`src/rtl/mcm_pkg.sv`:
```
`default_nettype none

package mcm_pkg;

  localparam int unsigned MEM_BYTES_DEF = 131072;

  localparam int unsigned WORD_W      = 32;
  localparam int unsigned BYTE_W      = 8;
  localparam int unsigned BE_W        = WORD_W / BYTE_W;
  localparam int unsigned CMD_W       = 2;
  localparam int unsigned STATUS_W    = 2;
  localparam int unsigned CFG_IDX_W   = 2;
  localparam int unsigned CFG_DATA_W  = 32;
  localparam int unsigned IN_TDATA_W  = 80;
  localparam int unsigned OUT_TDATA_W = 48;
  localparam int unsigned OUT_USED_W  = WORD_W + STATUS_W + 1 + 1 + BYTE_W + 1;

  localparam logic [WORD_W-1:0] IN_PORT_RST  = 32'd256;
  localparam logic [WORD_W-1:0] OUT_PORT_RST = 32'd260;
  localparam logic [WORD_W-1:0] FINISH_RST   = 32'd264;
  localparam logic [WORD_W-1:0] HIGH_MEM_RST = 32'd4096;

  localparam logic [BYTE_W-1:0] FINISH_BYTE = 8'hff;

  typedef enum logic [CMD_W-1:0] {
    CMD_READ    = 2'd0,
    CMD_WRITE   = 2'd1,
    CMD_PRELOAD = 2'd2
  } cmd_e;

  typedef enum logic [STATUS_W-1:0] {
    STS_OK        = 2'd0,
    STS_UNALIGNED = 2'd1,
    STS_RANGE     = 2'd2,
    STS_IGNORED   = 2'd3
  } status_e;

  typedef enum logic [CFG_IDX_W-1:0] {
    REG_IN_PORT  = 2'd0,
    REG_OUT_PORT = 2'd1,
    REG_FINISH   = 2'd2,
    REG_HIGH_MEM = 2'd3
  } cfg_reg_e;

  typedef enum logic [1:0] {
    ST_CLEAR = 2'b01,
    ST_RUN   = 2'b10
  } state_e;

  typedef struct packed {
    status_e             status;
    logic                rd_ram;
    logic [WORD_W-1:0]   rdata;
    logic                in_taken;
    logic                out_valid;
    logic [BYTE_W-1:0]   out_byte;
    logic                halted;
    logic                mem_we;
    logic [BE_W-1:0]     mem_be;
  } access_t;

endpackage

`default_nettype wire

```
`src/rtl/mcm_access.sv`:
```
`default_nettype none

module mcm_access import mcm_pkg::*; #(
  parameter int unsigned MEM_BYTES = MEM_BYTES_DEF
) (
  input  wire logic [CMD_W-1:0]  cmd_i,
  input  wire logic [WORD_W-1:0] addr_i,
  input  wire logic [WORD_W-1:0] wdata_i,
  input  wire logic [BE_W-1:0]   byte_mask_i,
  input  wire logic [BYTE_W-1:0] in_byte_i,
  input  wire logic              in_available_i,
  input  wire logic [WORD_W-1:0] in_port_addr_i,
  input  wire logic [WORD_W-1:0] out_port_addr_i,
  input  wire logic [WORD_W-1:0] finish_addr_i,
  input  wire logic [WORD_W-1:0] high_mem_base_i,
  input  wire logic              halt_i,
  output access_t                acc_o
);

  logic [WORD_W:0] addr_end;

  assign addr_end = {1'b0, addr_i} + (WORD_W+1)'(3);

  always_comb begin
    acc_o        = '0;
    acc_o.status = STS_OK;
    acc_o.halted = halt_i;
    if (addr_i[1:0] != 2'b00) begin
      acc_o.status = STS_UNALIGNED;
    end else if (addr_end >= (WORD_W+1)'(MEM_BYTES)) begin
      acc_o.status = STS_RANGE;
    end else begin
      case (cmd_e'(cmd_i))
        CMD_READ: begin
          if (addr_i == in_port_addr_i) begin
            if (in_available_i) begin
              acc_o.rdata    = {{(WORD_W-BYTE_W){1'b0}}, in_byte_i};
              acc_o.in_taken = 1'b1;
            end else begin
              acc_o.rdata = '1;
            end
          end else begin
            acc_o.rd_ram = 1'b1;
          end
        end
        CMD_WRITE: begin
          if (addr_i == in_port_addr_i) begin
            acc_o.status = STS_IGNORED;
          end else if (addr_i == out_port_addr_i) begin
            if (byte_mask_i[0]) begin
              acc_o.out_valid = 1'b1;
              acc_o.out_byte  = wdata_i[BYTE_W-1:0];
            end else begin
              acc_o.status = STS_IGNORED;
            end
          end else if (addr_i == finish_addr_i) begin
            if (byte_mask_i[0] && (wdata_i[BYTE_W-1:0] == FINISH_BYTE)) begin
              acc_o.halted = 1'b1;
            end
          end else if (addr_i < high_mem_base_i) begin
            acc_o.status = STS_IGNORED;
          end else begin
            acc_o.mem_we = 1'b1;
            acc_o.mem_be = byte_mask_i;
          end
        end
        CMD_PRELOAD: begin
          acc_o.mem_we = 1'b1;
          acc_o.mem_be = byte_mask_i;
        end
        default: begin
          acc_o.status = STS_IGNORED;
        end
      endcase
    end
  end

endmodule

`default_nettype wire

```
`config.mk`:
```
export PLATFORM = sky130hd
export DESIGN_NAME = mcm_access
export DESIGN_NICKNAME = d
export VERILOG_FILES = /design/src/rtl/mcm_pkg.sv /design/src/rtl/mcm_access.sv
export SDC_FILE = /design/constraint.sdc
export NUM_CORES = 1
export LEC_CHECK = 0
export ABC_CLOCK_PERIOD_IN_PS = 2400
export BUFFER_PORTS_ARGS = -buffer_cell sky130_fd_sc_hd__buf_2
export CAP_MARGIN = 5
export CORE_AREA = 2 2 99 101
export DETAILED_ROUTE_END_ITERATION = 7
export DIE_AREA = 0 0 101 103
export GPL_TIMING_DRIVEN = 0
export PLACE_DENSITY = 0.69
export SLEW_MARGIN = 25
export SYNTH_ARGS = -nofsm -noshare
export SYNTH_HDL_FRONTEND = slang
export SYNTH_SLANG_ARGS = --single-unit
```
`constraint.sdc`:
```
create_clock -name vclk -period 2.4
set_input_delay 0 -clock vclk [all_inputs]
set_output_delay 0 -clock vclk [all_outputs]
set_load 0.05 [all_outputs]
```
Yosys cells after proc, flatten, opt, wreduce, memory -nomap -nowiden
Index checks and enable logic that the tools add are counted.
Widths: inputs -> output; s select.
{"block": "totals", "regBits": 0, "word_cells": 38}
{"block": "classes", "addsub": 1, "n_lt_le_gt_ge": 2, "eq_ne": 6, "n_mux": 25, "n_reduce_logical": 4}
{"cell": "$mux 49", "count": 2}
{"cell": "$eq 32x32->1", "count": 3}
{"cell": "$mux 34", "count": 1}
{"cell": "$add 32x2->33 const B", "count": 1}
{"cell": "$ge 33x18->1 const B", "count": 1}
{"cell": "$mux 33", "count": 1}
{"cell": "$lt 32x32->1", "count": 1}
{"cell": "$mux 32", "count": 1}
{"cell": "$mux 9", "count": 2}
{"cell": "$mux 15", "count": 1}
{"cell": "$mux 2", "count": 7}
{"cell": "$mux 10", "count": 1}
{"cell": "$mux 5", "count": 2}
{"cell": "$pmux 5 s2", "count": 1}
{"cell": "$eq 8x8->1 const B", "count": 1}
{"cell": "$mux 6", "count": 1}
{"cell": "$mux 1", "count": 4}
{"cell": "$pmux 2 s2", "count": 1}
{"cell": "$eq 2x1->1 const B", "count": 1}
{"cell": "$eq 2x2->1 const B", "count": 1}
{"cell": "$logic_not 2->1", "count": 1}
{"cell": "$reduce_bool 2->1", "count": 1}
{"cell": "$reduce_or 2->1", "count": 1}
{"cell": "$logic_and 1x1->1", "count": 1}

Depth between registers and ports, before layout
Gate-level depths: netlist of the first run.
{"block": "depth", "ltp_word": 9, "ltp_mapped": 10, "mapped_depth_nobuf": 9}

Least setup slack after synthesis of the first run
Ideal clock, no wire load.
{"block": "synth_timing", "path_kind": "input-to-output", "startpoint": "in addr_i[23]", "endpoint": "out acc_o[25] (netlist name)", "arrival_time_ns": 3.275, "required_time_ns": 2.400, "slack_ns": -0.875, "path_stages": 10, "n_path_buf": 3, "cell_sequence": "clkbuf_1 nand4_1 nor2_1 nand4_1 xor2_1 nand4_4 or3_1 buf_2 nor2_1 buf_4"}
{"item": "from (decl)", "line": "mcm_access.sv:7", "rtl": "input wire logic [WORD_W-1:0] addr_i,"}
{"item": "to (decl)", "line": "mcm_access.sv:17", "rtl": "output access_t acc_o"}

==> metrics, run 1 <==
result of the run=finished clean; delay of the slowest critical-path stage=0.35 ns; Final Hold Fails=0; instance area after placement=3941 um2; total track usage=0.2272; setup total negative slack=0 ns; cell area power density=147.4 nW/um2; Final Cycle Share=0.9670; full die area=10400 um2; Crit. Startpoint=addr_i[14]; DRC violation count after routing=0; net total in the final layout=843; post-detailed-placement half-perimeter wirelength=10.65 mm; net count of the mapped netlist=596; Final Util=0.4820; total wirelength of the detailed-routed design=12.50 mm; iteration count of the initial detailed-routing pass=4; Top-Level Pins=259; Arr. time, crit path=2.32 ns; final slew viol count=0; filler-free cell count of the finished design=715; setup repair after global routing missed its margin=true; main combinational cell family by area after synthesis=XOR/XNOR gates; Synth Area in Simple Gates=0.2274; Tightest Hold Check Type=in2out; cell taking the most area after synthesis=xnor2_1; Critical Path Fanout Max=5; number of distinct library cells after synthesis=47; worst setup path class=in2out; fraction of layout cells with a size suffix above 1=0.5526; fraction of power consumed by sequential logic=0; portion of total power attributed to combinational logic=1.000; switching part of the total=0.4890; post-route design area=4559 um2; remaining antenna violation count after routing=0; area of the core region=9459 um2; total of max-cap violations=0; slowest stage cell, crit path=a211oi_4; post-layout minimum cycle time=2.321 ns; Avg Vias per Cell=4.820; IR Drop Worst-Case VDD=96.37 uV; area share of xor/xnor cells in the synthesized design=0.3264; cell types occupying the most area after synthesis=xnor2_1 (32%), ha_1 (16%), nand4_1 (8.9%); Area growth syn-to-layout=75.19%; cell depth of the worst min-delay path=3; Mapped Avg Cell Area=7.352 um2; number of placed instances with taps included=702; Sequential cell area=0 um2; number of violations reported at the end of detailed-routing iteration 0=67; Mapped Area=2602 um2; multiplexer share of the synthesized area=0.005288; global-route wire length before repair=17.95 mm; antenna violations before repair=2; slew at the pin with the worst max-slew slack=1.033 ns; pin count of the biggest net entering global routing=14; clock share of power=0; number of flip-flops and latches=0; floorplan die width=101 um; portion of synthesized cell area occupied by the leading cell type=0.3231; worst relative slew slack=0.3112; internal portion of total power=0.3435 mW; number of global-route vias before repair=3499; per-cell routed wire length=17.48 um; hold-fix buffers at CTS=0; instance count of the mapped netlist=354; Critical Path Sink Type=output port; most frequent cells after synthesis=xnor2_1 (96), inv_1 (50), nand4_1 (37), ha_1 (34), buf_4 (23); Data required, critical path=2.40 ns; startpoint type of the worst setup path=primary input; IO Port Bufs=234; GPL Wtd Cong=0.9367; Synth Warn #=0; part of the Yosys area used for sequential elements=0; most common cell in the synthesized netlist=xnor2_1; cell row count=36; complex-gate fraction of the synthesized area=0.1192; leakage power=2.272 nW; Achievable Freq=430.9 MHz; series of cell instances along the critical path=buf_12 -> ha_4 -> nand4_4 -> nor4_4 -> a311oi_2 -> a2111oi_2 -> buf_4 -> o2111ai_4 -> a211oi_4 -> and2_4 -> buf_8; capture point of the worst path=acc_o[3]; number of endpoints failing setup at the final stage=0; synthesized-area fraction occupied by adder cells=0.1635; # clk buffers=0; switching component of the power=0.3287 mW; worst hold slack after final layout=0.3482 ns; die boundary height=103 um; global route total overflow=0; Initial Util=0.2751; via count=3446
## how the worst min path moves through the flow
stage                    from         to  slack [ns]
2_1_floorplan  byte_mask_i[0]   acc_o[0]        0.17
3_3_place_gp     in_byte_i[5]  acc_o[21]        0.39
3_5_place_dp     in_byte_i[5]  acc_o[21]        0.40
4_1_cts        byte_mask_i[2]   acc_o[2]        0.35
5_1_grt        byte_mask_i[2]   acc_o[2]        0.36
6_report       byte_mask_i[2]   acc_o[2]        0.35
## layout by cell type (no fill, tap or decap), types with 3 or more instances in the layout
cell	instances
buf_2	192
xnor2_1	96
buf_4	50
inv_1	46
nand4_1	37
ha_1	24
buf_6	13
ha_4	10
nor2_1	8
a21oi_2	8
and2_1	8
clkbuf_2	7
a21oi_1	7
nand2_1	6
buf_8	6
nor4_1	5
clkbuf_4	5
nor2_4	4
o21ai_0	4
and2_4	4
buf_12	4
nor4_2	3
nor4_4	3
nand3_1	3
nand2_2	3
inv_2	3
a21o_1	3
## per-stage QoR
step | setup WS, ns | power (mW)
after CTS | -0.01353 | 0.6556
after detailed placement | -0.6352 | 0.5870
after global placement | -0.5636 | 0.5750
final | 0.07913 | 0.6722
after global routing | -0.1460 | 0.7376
after floorplan | 0.01786 | 0.3046
## logic make-up after synthesis
logic type	Yosys count
xor+xnor	97
simple gates	94
buf+inv	86
compound gates	42
fa+ha+maj	34
mux	1
## layout make-up
cell class         instances  area, um2
fillers                  958       4900
multi-input cells        271       2492
repair buffers           245       1494
plain buffers             33      235.2
inverters                 50      190.2
well taps                114      142.6
diodes                     2      5.005
## critical path: cells and delay by family
kind	cells	cell delay (ns)
compound gates	4	0.97
fa+ha+maj	1	0.27
buf+inv	3	0.45
simple gates	3	0.65
## power by group through the flow
stage	clock network (mW)	registers [mW]	logic, mW
2_1_floorplan	0	0	0.305
3_3_place_gp	0	0	0.575
3_5_place_dp	0	0	0.587
4_1_cts	0	0	0.656
5_1_grt	0.000000111	0	0.738
6_report	0.000000112	0	0.672
## what timing repair did
item	4_1_cts	5_1_grt
endpoints found under the hold margin	0	0
gates cloned	3	0
buffers inserted	5	6
endpoints found under the setup margin	47	41
pin swaps	17	19
gates resized for setup	80	58
## metal layers
layer | part of all wire | vias to the layer above | GRT usage
li1 | - | 1687 | -
met1 | 0.38 | 1556 | 0.2521
met2 | 0.52 | 183 | 0.4559
met3 | 0.072 | 20 | 0.02712
met4 | 0.023 | 0 | 0.05509
met5 | 0 | - | 0
Power figures use the tool's default switching activity.
==> inputs of run 2 (changes only) <==
- CELL_PAD_IN_SITES_DETAIL_PLACEMENT: default -> 1
- CELL_PAD_IN_SITES_GLOBAL_PLACEMENT: default -> 2
- CORE_AREA: 2 2 99 101 -> default
- CORE_MARGIN: default -> 2
- CORE_UTILIZATION: default -> 16
- DIE_AREA: 0 0 101 103 -> default
- MAX_ROUTING_LAYER: default -> met4
- PLACE_DENSITY: 0.69 -> 0.83
==> metrics, run 2 (synthesized netlist as in run 1, its figures left out) <==
remaining antenna violation count after routing=0; Avg Vias per Cell=4.273; cell area power density=147.3 nW/um2; leakage power=2.343 nW; Final Util=0.3069; count of buffer and inverter cells on the critical path=3; number of flip-flops and latches=0; full die area=17300 um2; pin count of the biggest net entering global routing=14; violated checks=setup timing; total wirelength of the detailed-routed design=14.93 mm; Initial Util=0.1638; IO Port Bufs=234; IR Drop Worst-Case VDD=81.32 uV; Arr. time, crit path=2.48 ns; Area growth syn-to-layout=87.36%; Top-Level Pins=259; slew at the pin with the worst max-slew slack=0.5157 ns; post-layout minimum cycle time=2.480 ns; total track usage=0.1649; Final Hold Fails=0; # clk buffers=0; slack of the critical path=-0.08004 ns; slowest stage cell, crit path=a211oi_4; Sequential cell area=0 um2; iteration count of the initial detailed-routing pass=4; Critical Path Fanout Max=5; antenna violations before repair=3; filler-free cell count of the finished design=823; floorplan die width=131.5 um; Top Family by Delay on Critical Path=compound AO/OA/AOI/OAI gates; area of the core region=15890 um2; worst setup path class=in2out; final slew viol count=0; number of global-route vias before repair=3794; startpoint type of the worst setup path=primary input; total of max-cap violations=0; global-route wire length before repair=21.61 mm; total power=0.7182 mW; cell row count=46; Critical Path Sink Type=output port; delay of the slowest critical-path stage=0.38 ns; commonest cells after routing, fill and taps aside=buf_2 (185), xnor2_1 (96), buf_4 (51); fraction of layout cells with a size suffix above 1=0.5702; Achievable Freq=403.2 MHz; per-cell routed wire length=18.14 um; number of endpoints failing setup at the final stage=5; Data required, critical path=2.40 ns; series of cell instances along the critical path=buf_12 -> ha_4 -> nand4_1 -> nor4_4 -> a311oi_2 -> a2111oi_2 -> buf_4 -> o2111ai_4 -> a211oi_4 -> and2_4 -> buf_8; post-detailed-placement half-perimeter wirelength=12.47 mm; number of violations reported at the end of detailed-routing iteration 0=52; global route total overflow=0; Tightest Hold Check Type=in2out; DRC violation count after routing=0; worst relative slew slack=0.6530; GPL Wtd Cong=0.8449; setup repair after global routing missed its margin=true; hold-fix buffers at CTS=0; number of placed instances with taps included=804; result of the run=finished, violations left; worst hold slack after final layout=0.3495 ns; most common library cell in the layout ignoring fill and taps=buf_2; Final Cycle Share=1.033; net total in the final layout=849; die boundary height=131.5 um; via count=3517
==> run 2: cell types whose count changed in the layout (fill, tap and decap cells not counted), sizes merged <==
cell / before / now
buf: 266 / 271
clkbuf: 12 / 13
==> run 2: tightest hold or removal path, cell delays in order <==
cell and delay (ns):
buf_2 0.08, and2_4 0.13, buf_8 0.14
==> run 2: area by class of cell <==
class              count  area (um2)
diodes                 2       5.005
fillers             1976       11010
inverters             50       187.7
well taps            216       270.3
plain buffers         33       235.2
multi-input cells    271        2549
repair buffers       251        1629
==> run 2: per-layer routing <==
layer | vias to the layer above | track usage | routed length, um
met1 | 1629 | 0.1907 | 6304
met2 | 179 | 0.3147 | 7624
li1 | 1699 | - | -
met3 | 10 | 0.01968 | 877
met5 | - | - | 0
met4 | 0 | 0.01389 | 126
==> run 2: path summary, 6_finish.rpt <==
kind              slack (ns)            from  cells past startpoint       end
hold / removal          0.35  byte_mask_i[1]                      3  acc_o[1]
setup / recovery       -0.08      addr_i[11]                     11  acc_o[2]
==> run 2: through the flow <==
stage | area, um2 | TNS [ns] | worst slack (ns)
2_1_floorplan | 2628 | 0 | 0.01786
3_3_place_gp | 4069 | -24.60 | -0.7391
3_5_place_dp | 4069 | -25.32 | -0.7498
4_1_cts | 4553 | -0.2887 | -0.06657
5_1_grt | 4876 | -1.423 | -0.2480
6_report | 4876 | -0.3467 | -0.08004
==> run 2: report_power, final <==
group | switching (mW) | leakage, nW | internal (mW)
Sequential | 0 | 0 | 0
Combinational | 0.350 | 2.34 | 0.368
Clock | 0 | 0.0000127 | 0.000000111
==> run 2: what timing repair did <==
action / 4_1_cts / 5_1_grt
cloned: 3 / 0
pin swaps: 19 / 25
resized for setup: 92 / 75
setup buffers: 7 / 10
setup endpoints to repair: 49 / 34
==> inputs of run 3 (changes only) <==
- RECOVER_POWER: default -> 100
==> metrics, run 3 (synthesized netlist as in run 1, its figures left out) <==
result of the run=finished, violations left; violated checks=setup timing; per-cell routed wire length=18.14 um; Critical Path Fanout Max=5; DRC violation count after routing=0; worst setup path class=in2out; # clk buffers=0; cell row count=46; total power=0.7163 mW; most common library cell in the layout ignoring fill and taps=buf_2; number of endpoints failing setup at the final stage=5; number of fill cells in the layout=1977; worst relative slew slack=0.5793; setup repair after global routing missed its margin=true; pin count of the biggest net entering global routing=14; Data required, critical path=2.40 ns; Avg Vias per Cell=4.265; GPL Wtd Cong=0.8449; fraction of layout cells with a size suffix above 1=0.5653; number of placed instances with taps included=804; commonest cells after routing, fill and taps aside=buf_2 (174), xnor2_1 (96), buf_4 (50); floorplan die width=131.5 um; Final Cycle Share=1.032; Sequential cell area=0 um2; Critical Path Sink Type=output port; hold-fix buffers at CTS=0; Initial Util=0.1638; Tightest Hold Check Type=in2out; global route total overflow=0; sum of routed wire segments on met1=6.310 mm; Arr. time, crit path=2.48 ns; area of the core region=15890 um2; via count=3510; post-detailed-placement half-perimeter wirelength=12.47 mm; met2 routed wirelength=7.626 mm; post-layout minimum cycle time=2.476 ns; die boundary height=131.5 um; total track usage=0.1649; worst setup timing slack at the placement stage=-0.7498 ns; total wirelength of the detailed-routed design=14.93 mm; slowest stage cell, crit path=a211oi_4; number of violations reported at the end of detailed-routing iteration 0=46; slew at the pin with the worst max-slew slack=0.6337 ns; IR Drop Worst-Case VDD=81.06 uV; cell area power density=147.5 nW/um2; net total in the final layout=849; total of max-cap violations=0; topmost layer with routed signal wires=met4; leakage power=2.323 nW; delay of the slowest critical-path stage=0.38 ns; met3 wire length=867 um; slack of the critical path=-0.07630 ns; antenna violations before repair=3; remaining antenna violation count after routing=0; Achievable Freq=403.8 MHz; iteration count of the initial detailed-routing pass=4; filler-free cell count of the finished design=823; post-route design area=4856 um2; final slew viol count=0; series of cell instances along the critical path=buf_12 -> ha_4 -> nand4_1 -> nor4_4 -> a311oi_2 -> a2111oi_2 -> buf_4 -> o2111ai_4 -> a211oi_4 -> and2_4 -> buf_8; Area growth syn-to-layout=86.59%; IO Port Bufs=234; number of flip-flops and latches=0; Top-Level Pins=259; Final Hold Fails=0; global-route wire length before repair=21.61 mm; instance area after placement=4069 um2; number of global-route vias before repair=3794; startpoint type of the worst setup path=primary input; full die area=17300 um2
## run 3: per-stage QoR
stage,utilization,hold WS (ns),setup TNS (ns)
floorplan,-,0.1723,0
global placement,0.2561,0.3963,-24.60
detailed placement,0.2561,0.4008,-25.32
CTS,0.2866,0.3450,-0.2887
global route,0.3057,0.3624,-2.237
finish,0.3057,0.3497,-0.3281
## run 3: routing by layer
metal / global-route usage / up-vias
met5: - / -
met4: 0.01389 / 0
met3: 0.01968 / 10
met2: 0.3147 / 179
met1: 0.1907 / 1621
li1: - / 1700
## run 3: report_power, final
group | total (mW) | internal (mW) | switching [mW]
clock | 0.000000111 | 0.000000111 | 0
sequential | 0 | 0 | 0
combinational | 0.716 | 0.366 | 0.350
total | 0.716 | 0.366 | 0.350
## run 3: area by class of cell
| type | count | area (um2) | area share |
|---|---|---|---|
| Timing Repair Buffer | 251 | 1619 | 0.3334 |
| Inverter | 50 | 187.7 | 0.03865 |
| Antenna cell | 2 | 5.005 | 0.001031 |
| Tap cell | 216 | 270.3 | 0.05566 |
| Buffer | 33 | 235.2 | 0.04844 |
| Multi-Input combinational cell | 271 | 2539 | 0.5228 |
## run 3: worst paths after layout
kind	startpoint	endpoint	slack (ns)	cells after the start
max	addr_i[11]	acc_o[2]	-0.08	11
min	byte_mask_i[1]	acc_o[1]	0.35	3
## run 3: worst max-delay path: cells and delay by family
| kind | cells | cell delay, ns |
|---|---|---|
| AND/OR/NAND/NOR | 3 | 0.77 |
| buffers and inverters | 3 | 0.45 |
| AO/OA/AOI/OAI | 4 | 1.00 |
| adder cells (fa/ha/maj) | 1 | 0.25 |
## run 3: timing repair
item | CTS | global route
hold endpoints to repair | 0 | 0
endpoints found under the setup margin | 49 | 34
pin swaps | 19 | 25
setup buffers | 7 | 10
resized for setup | 92 | 75
gates cloned | 3 | 0
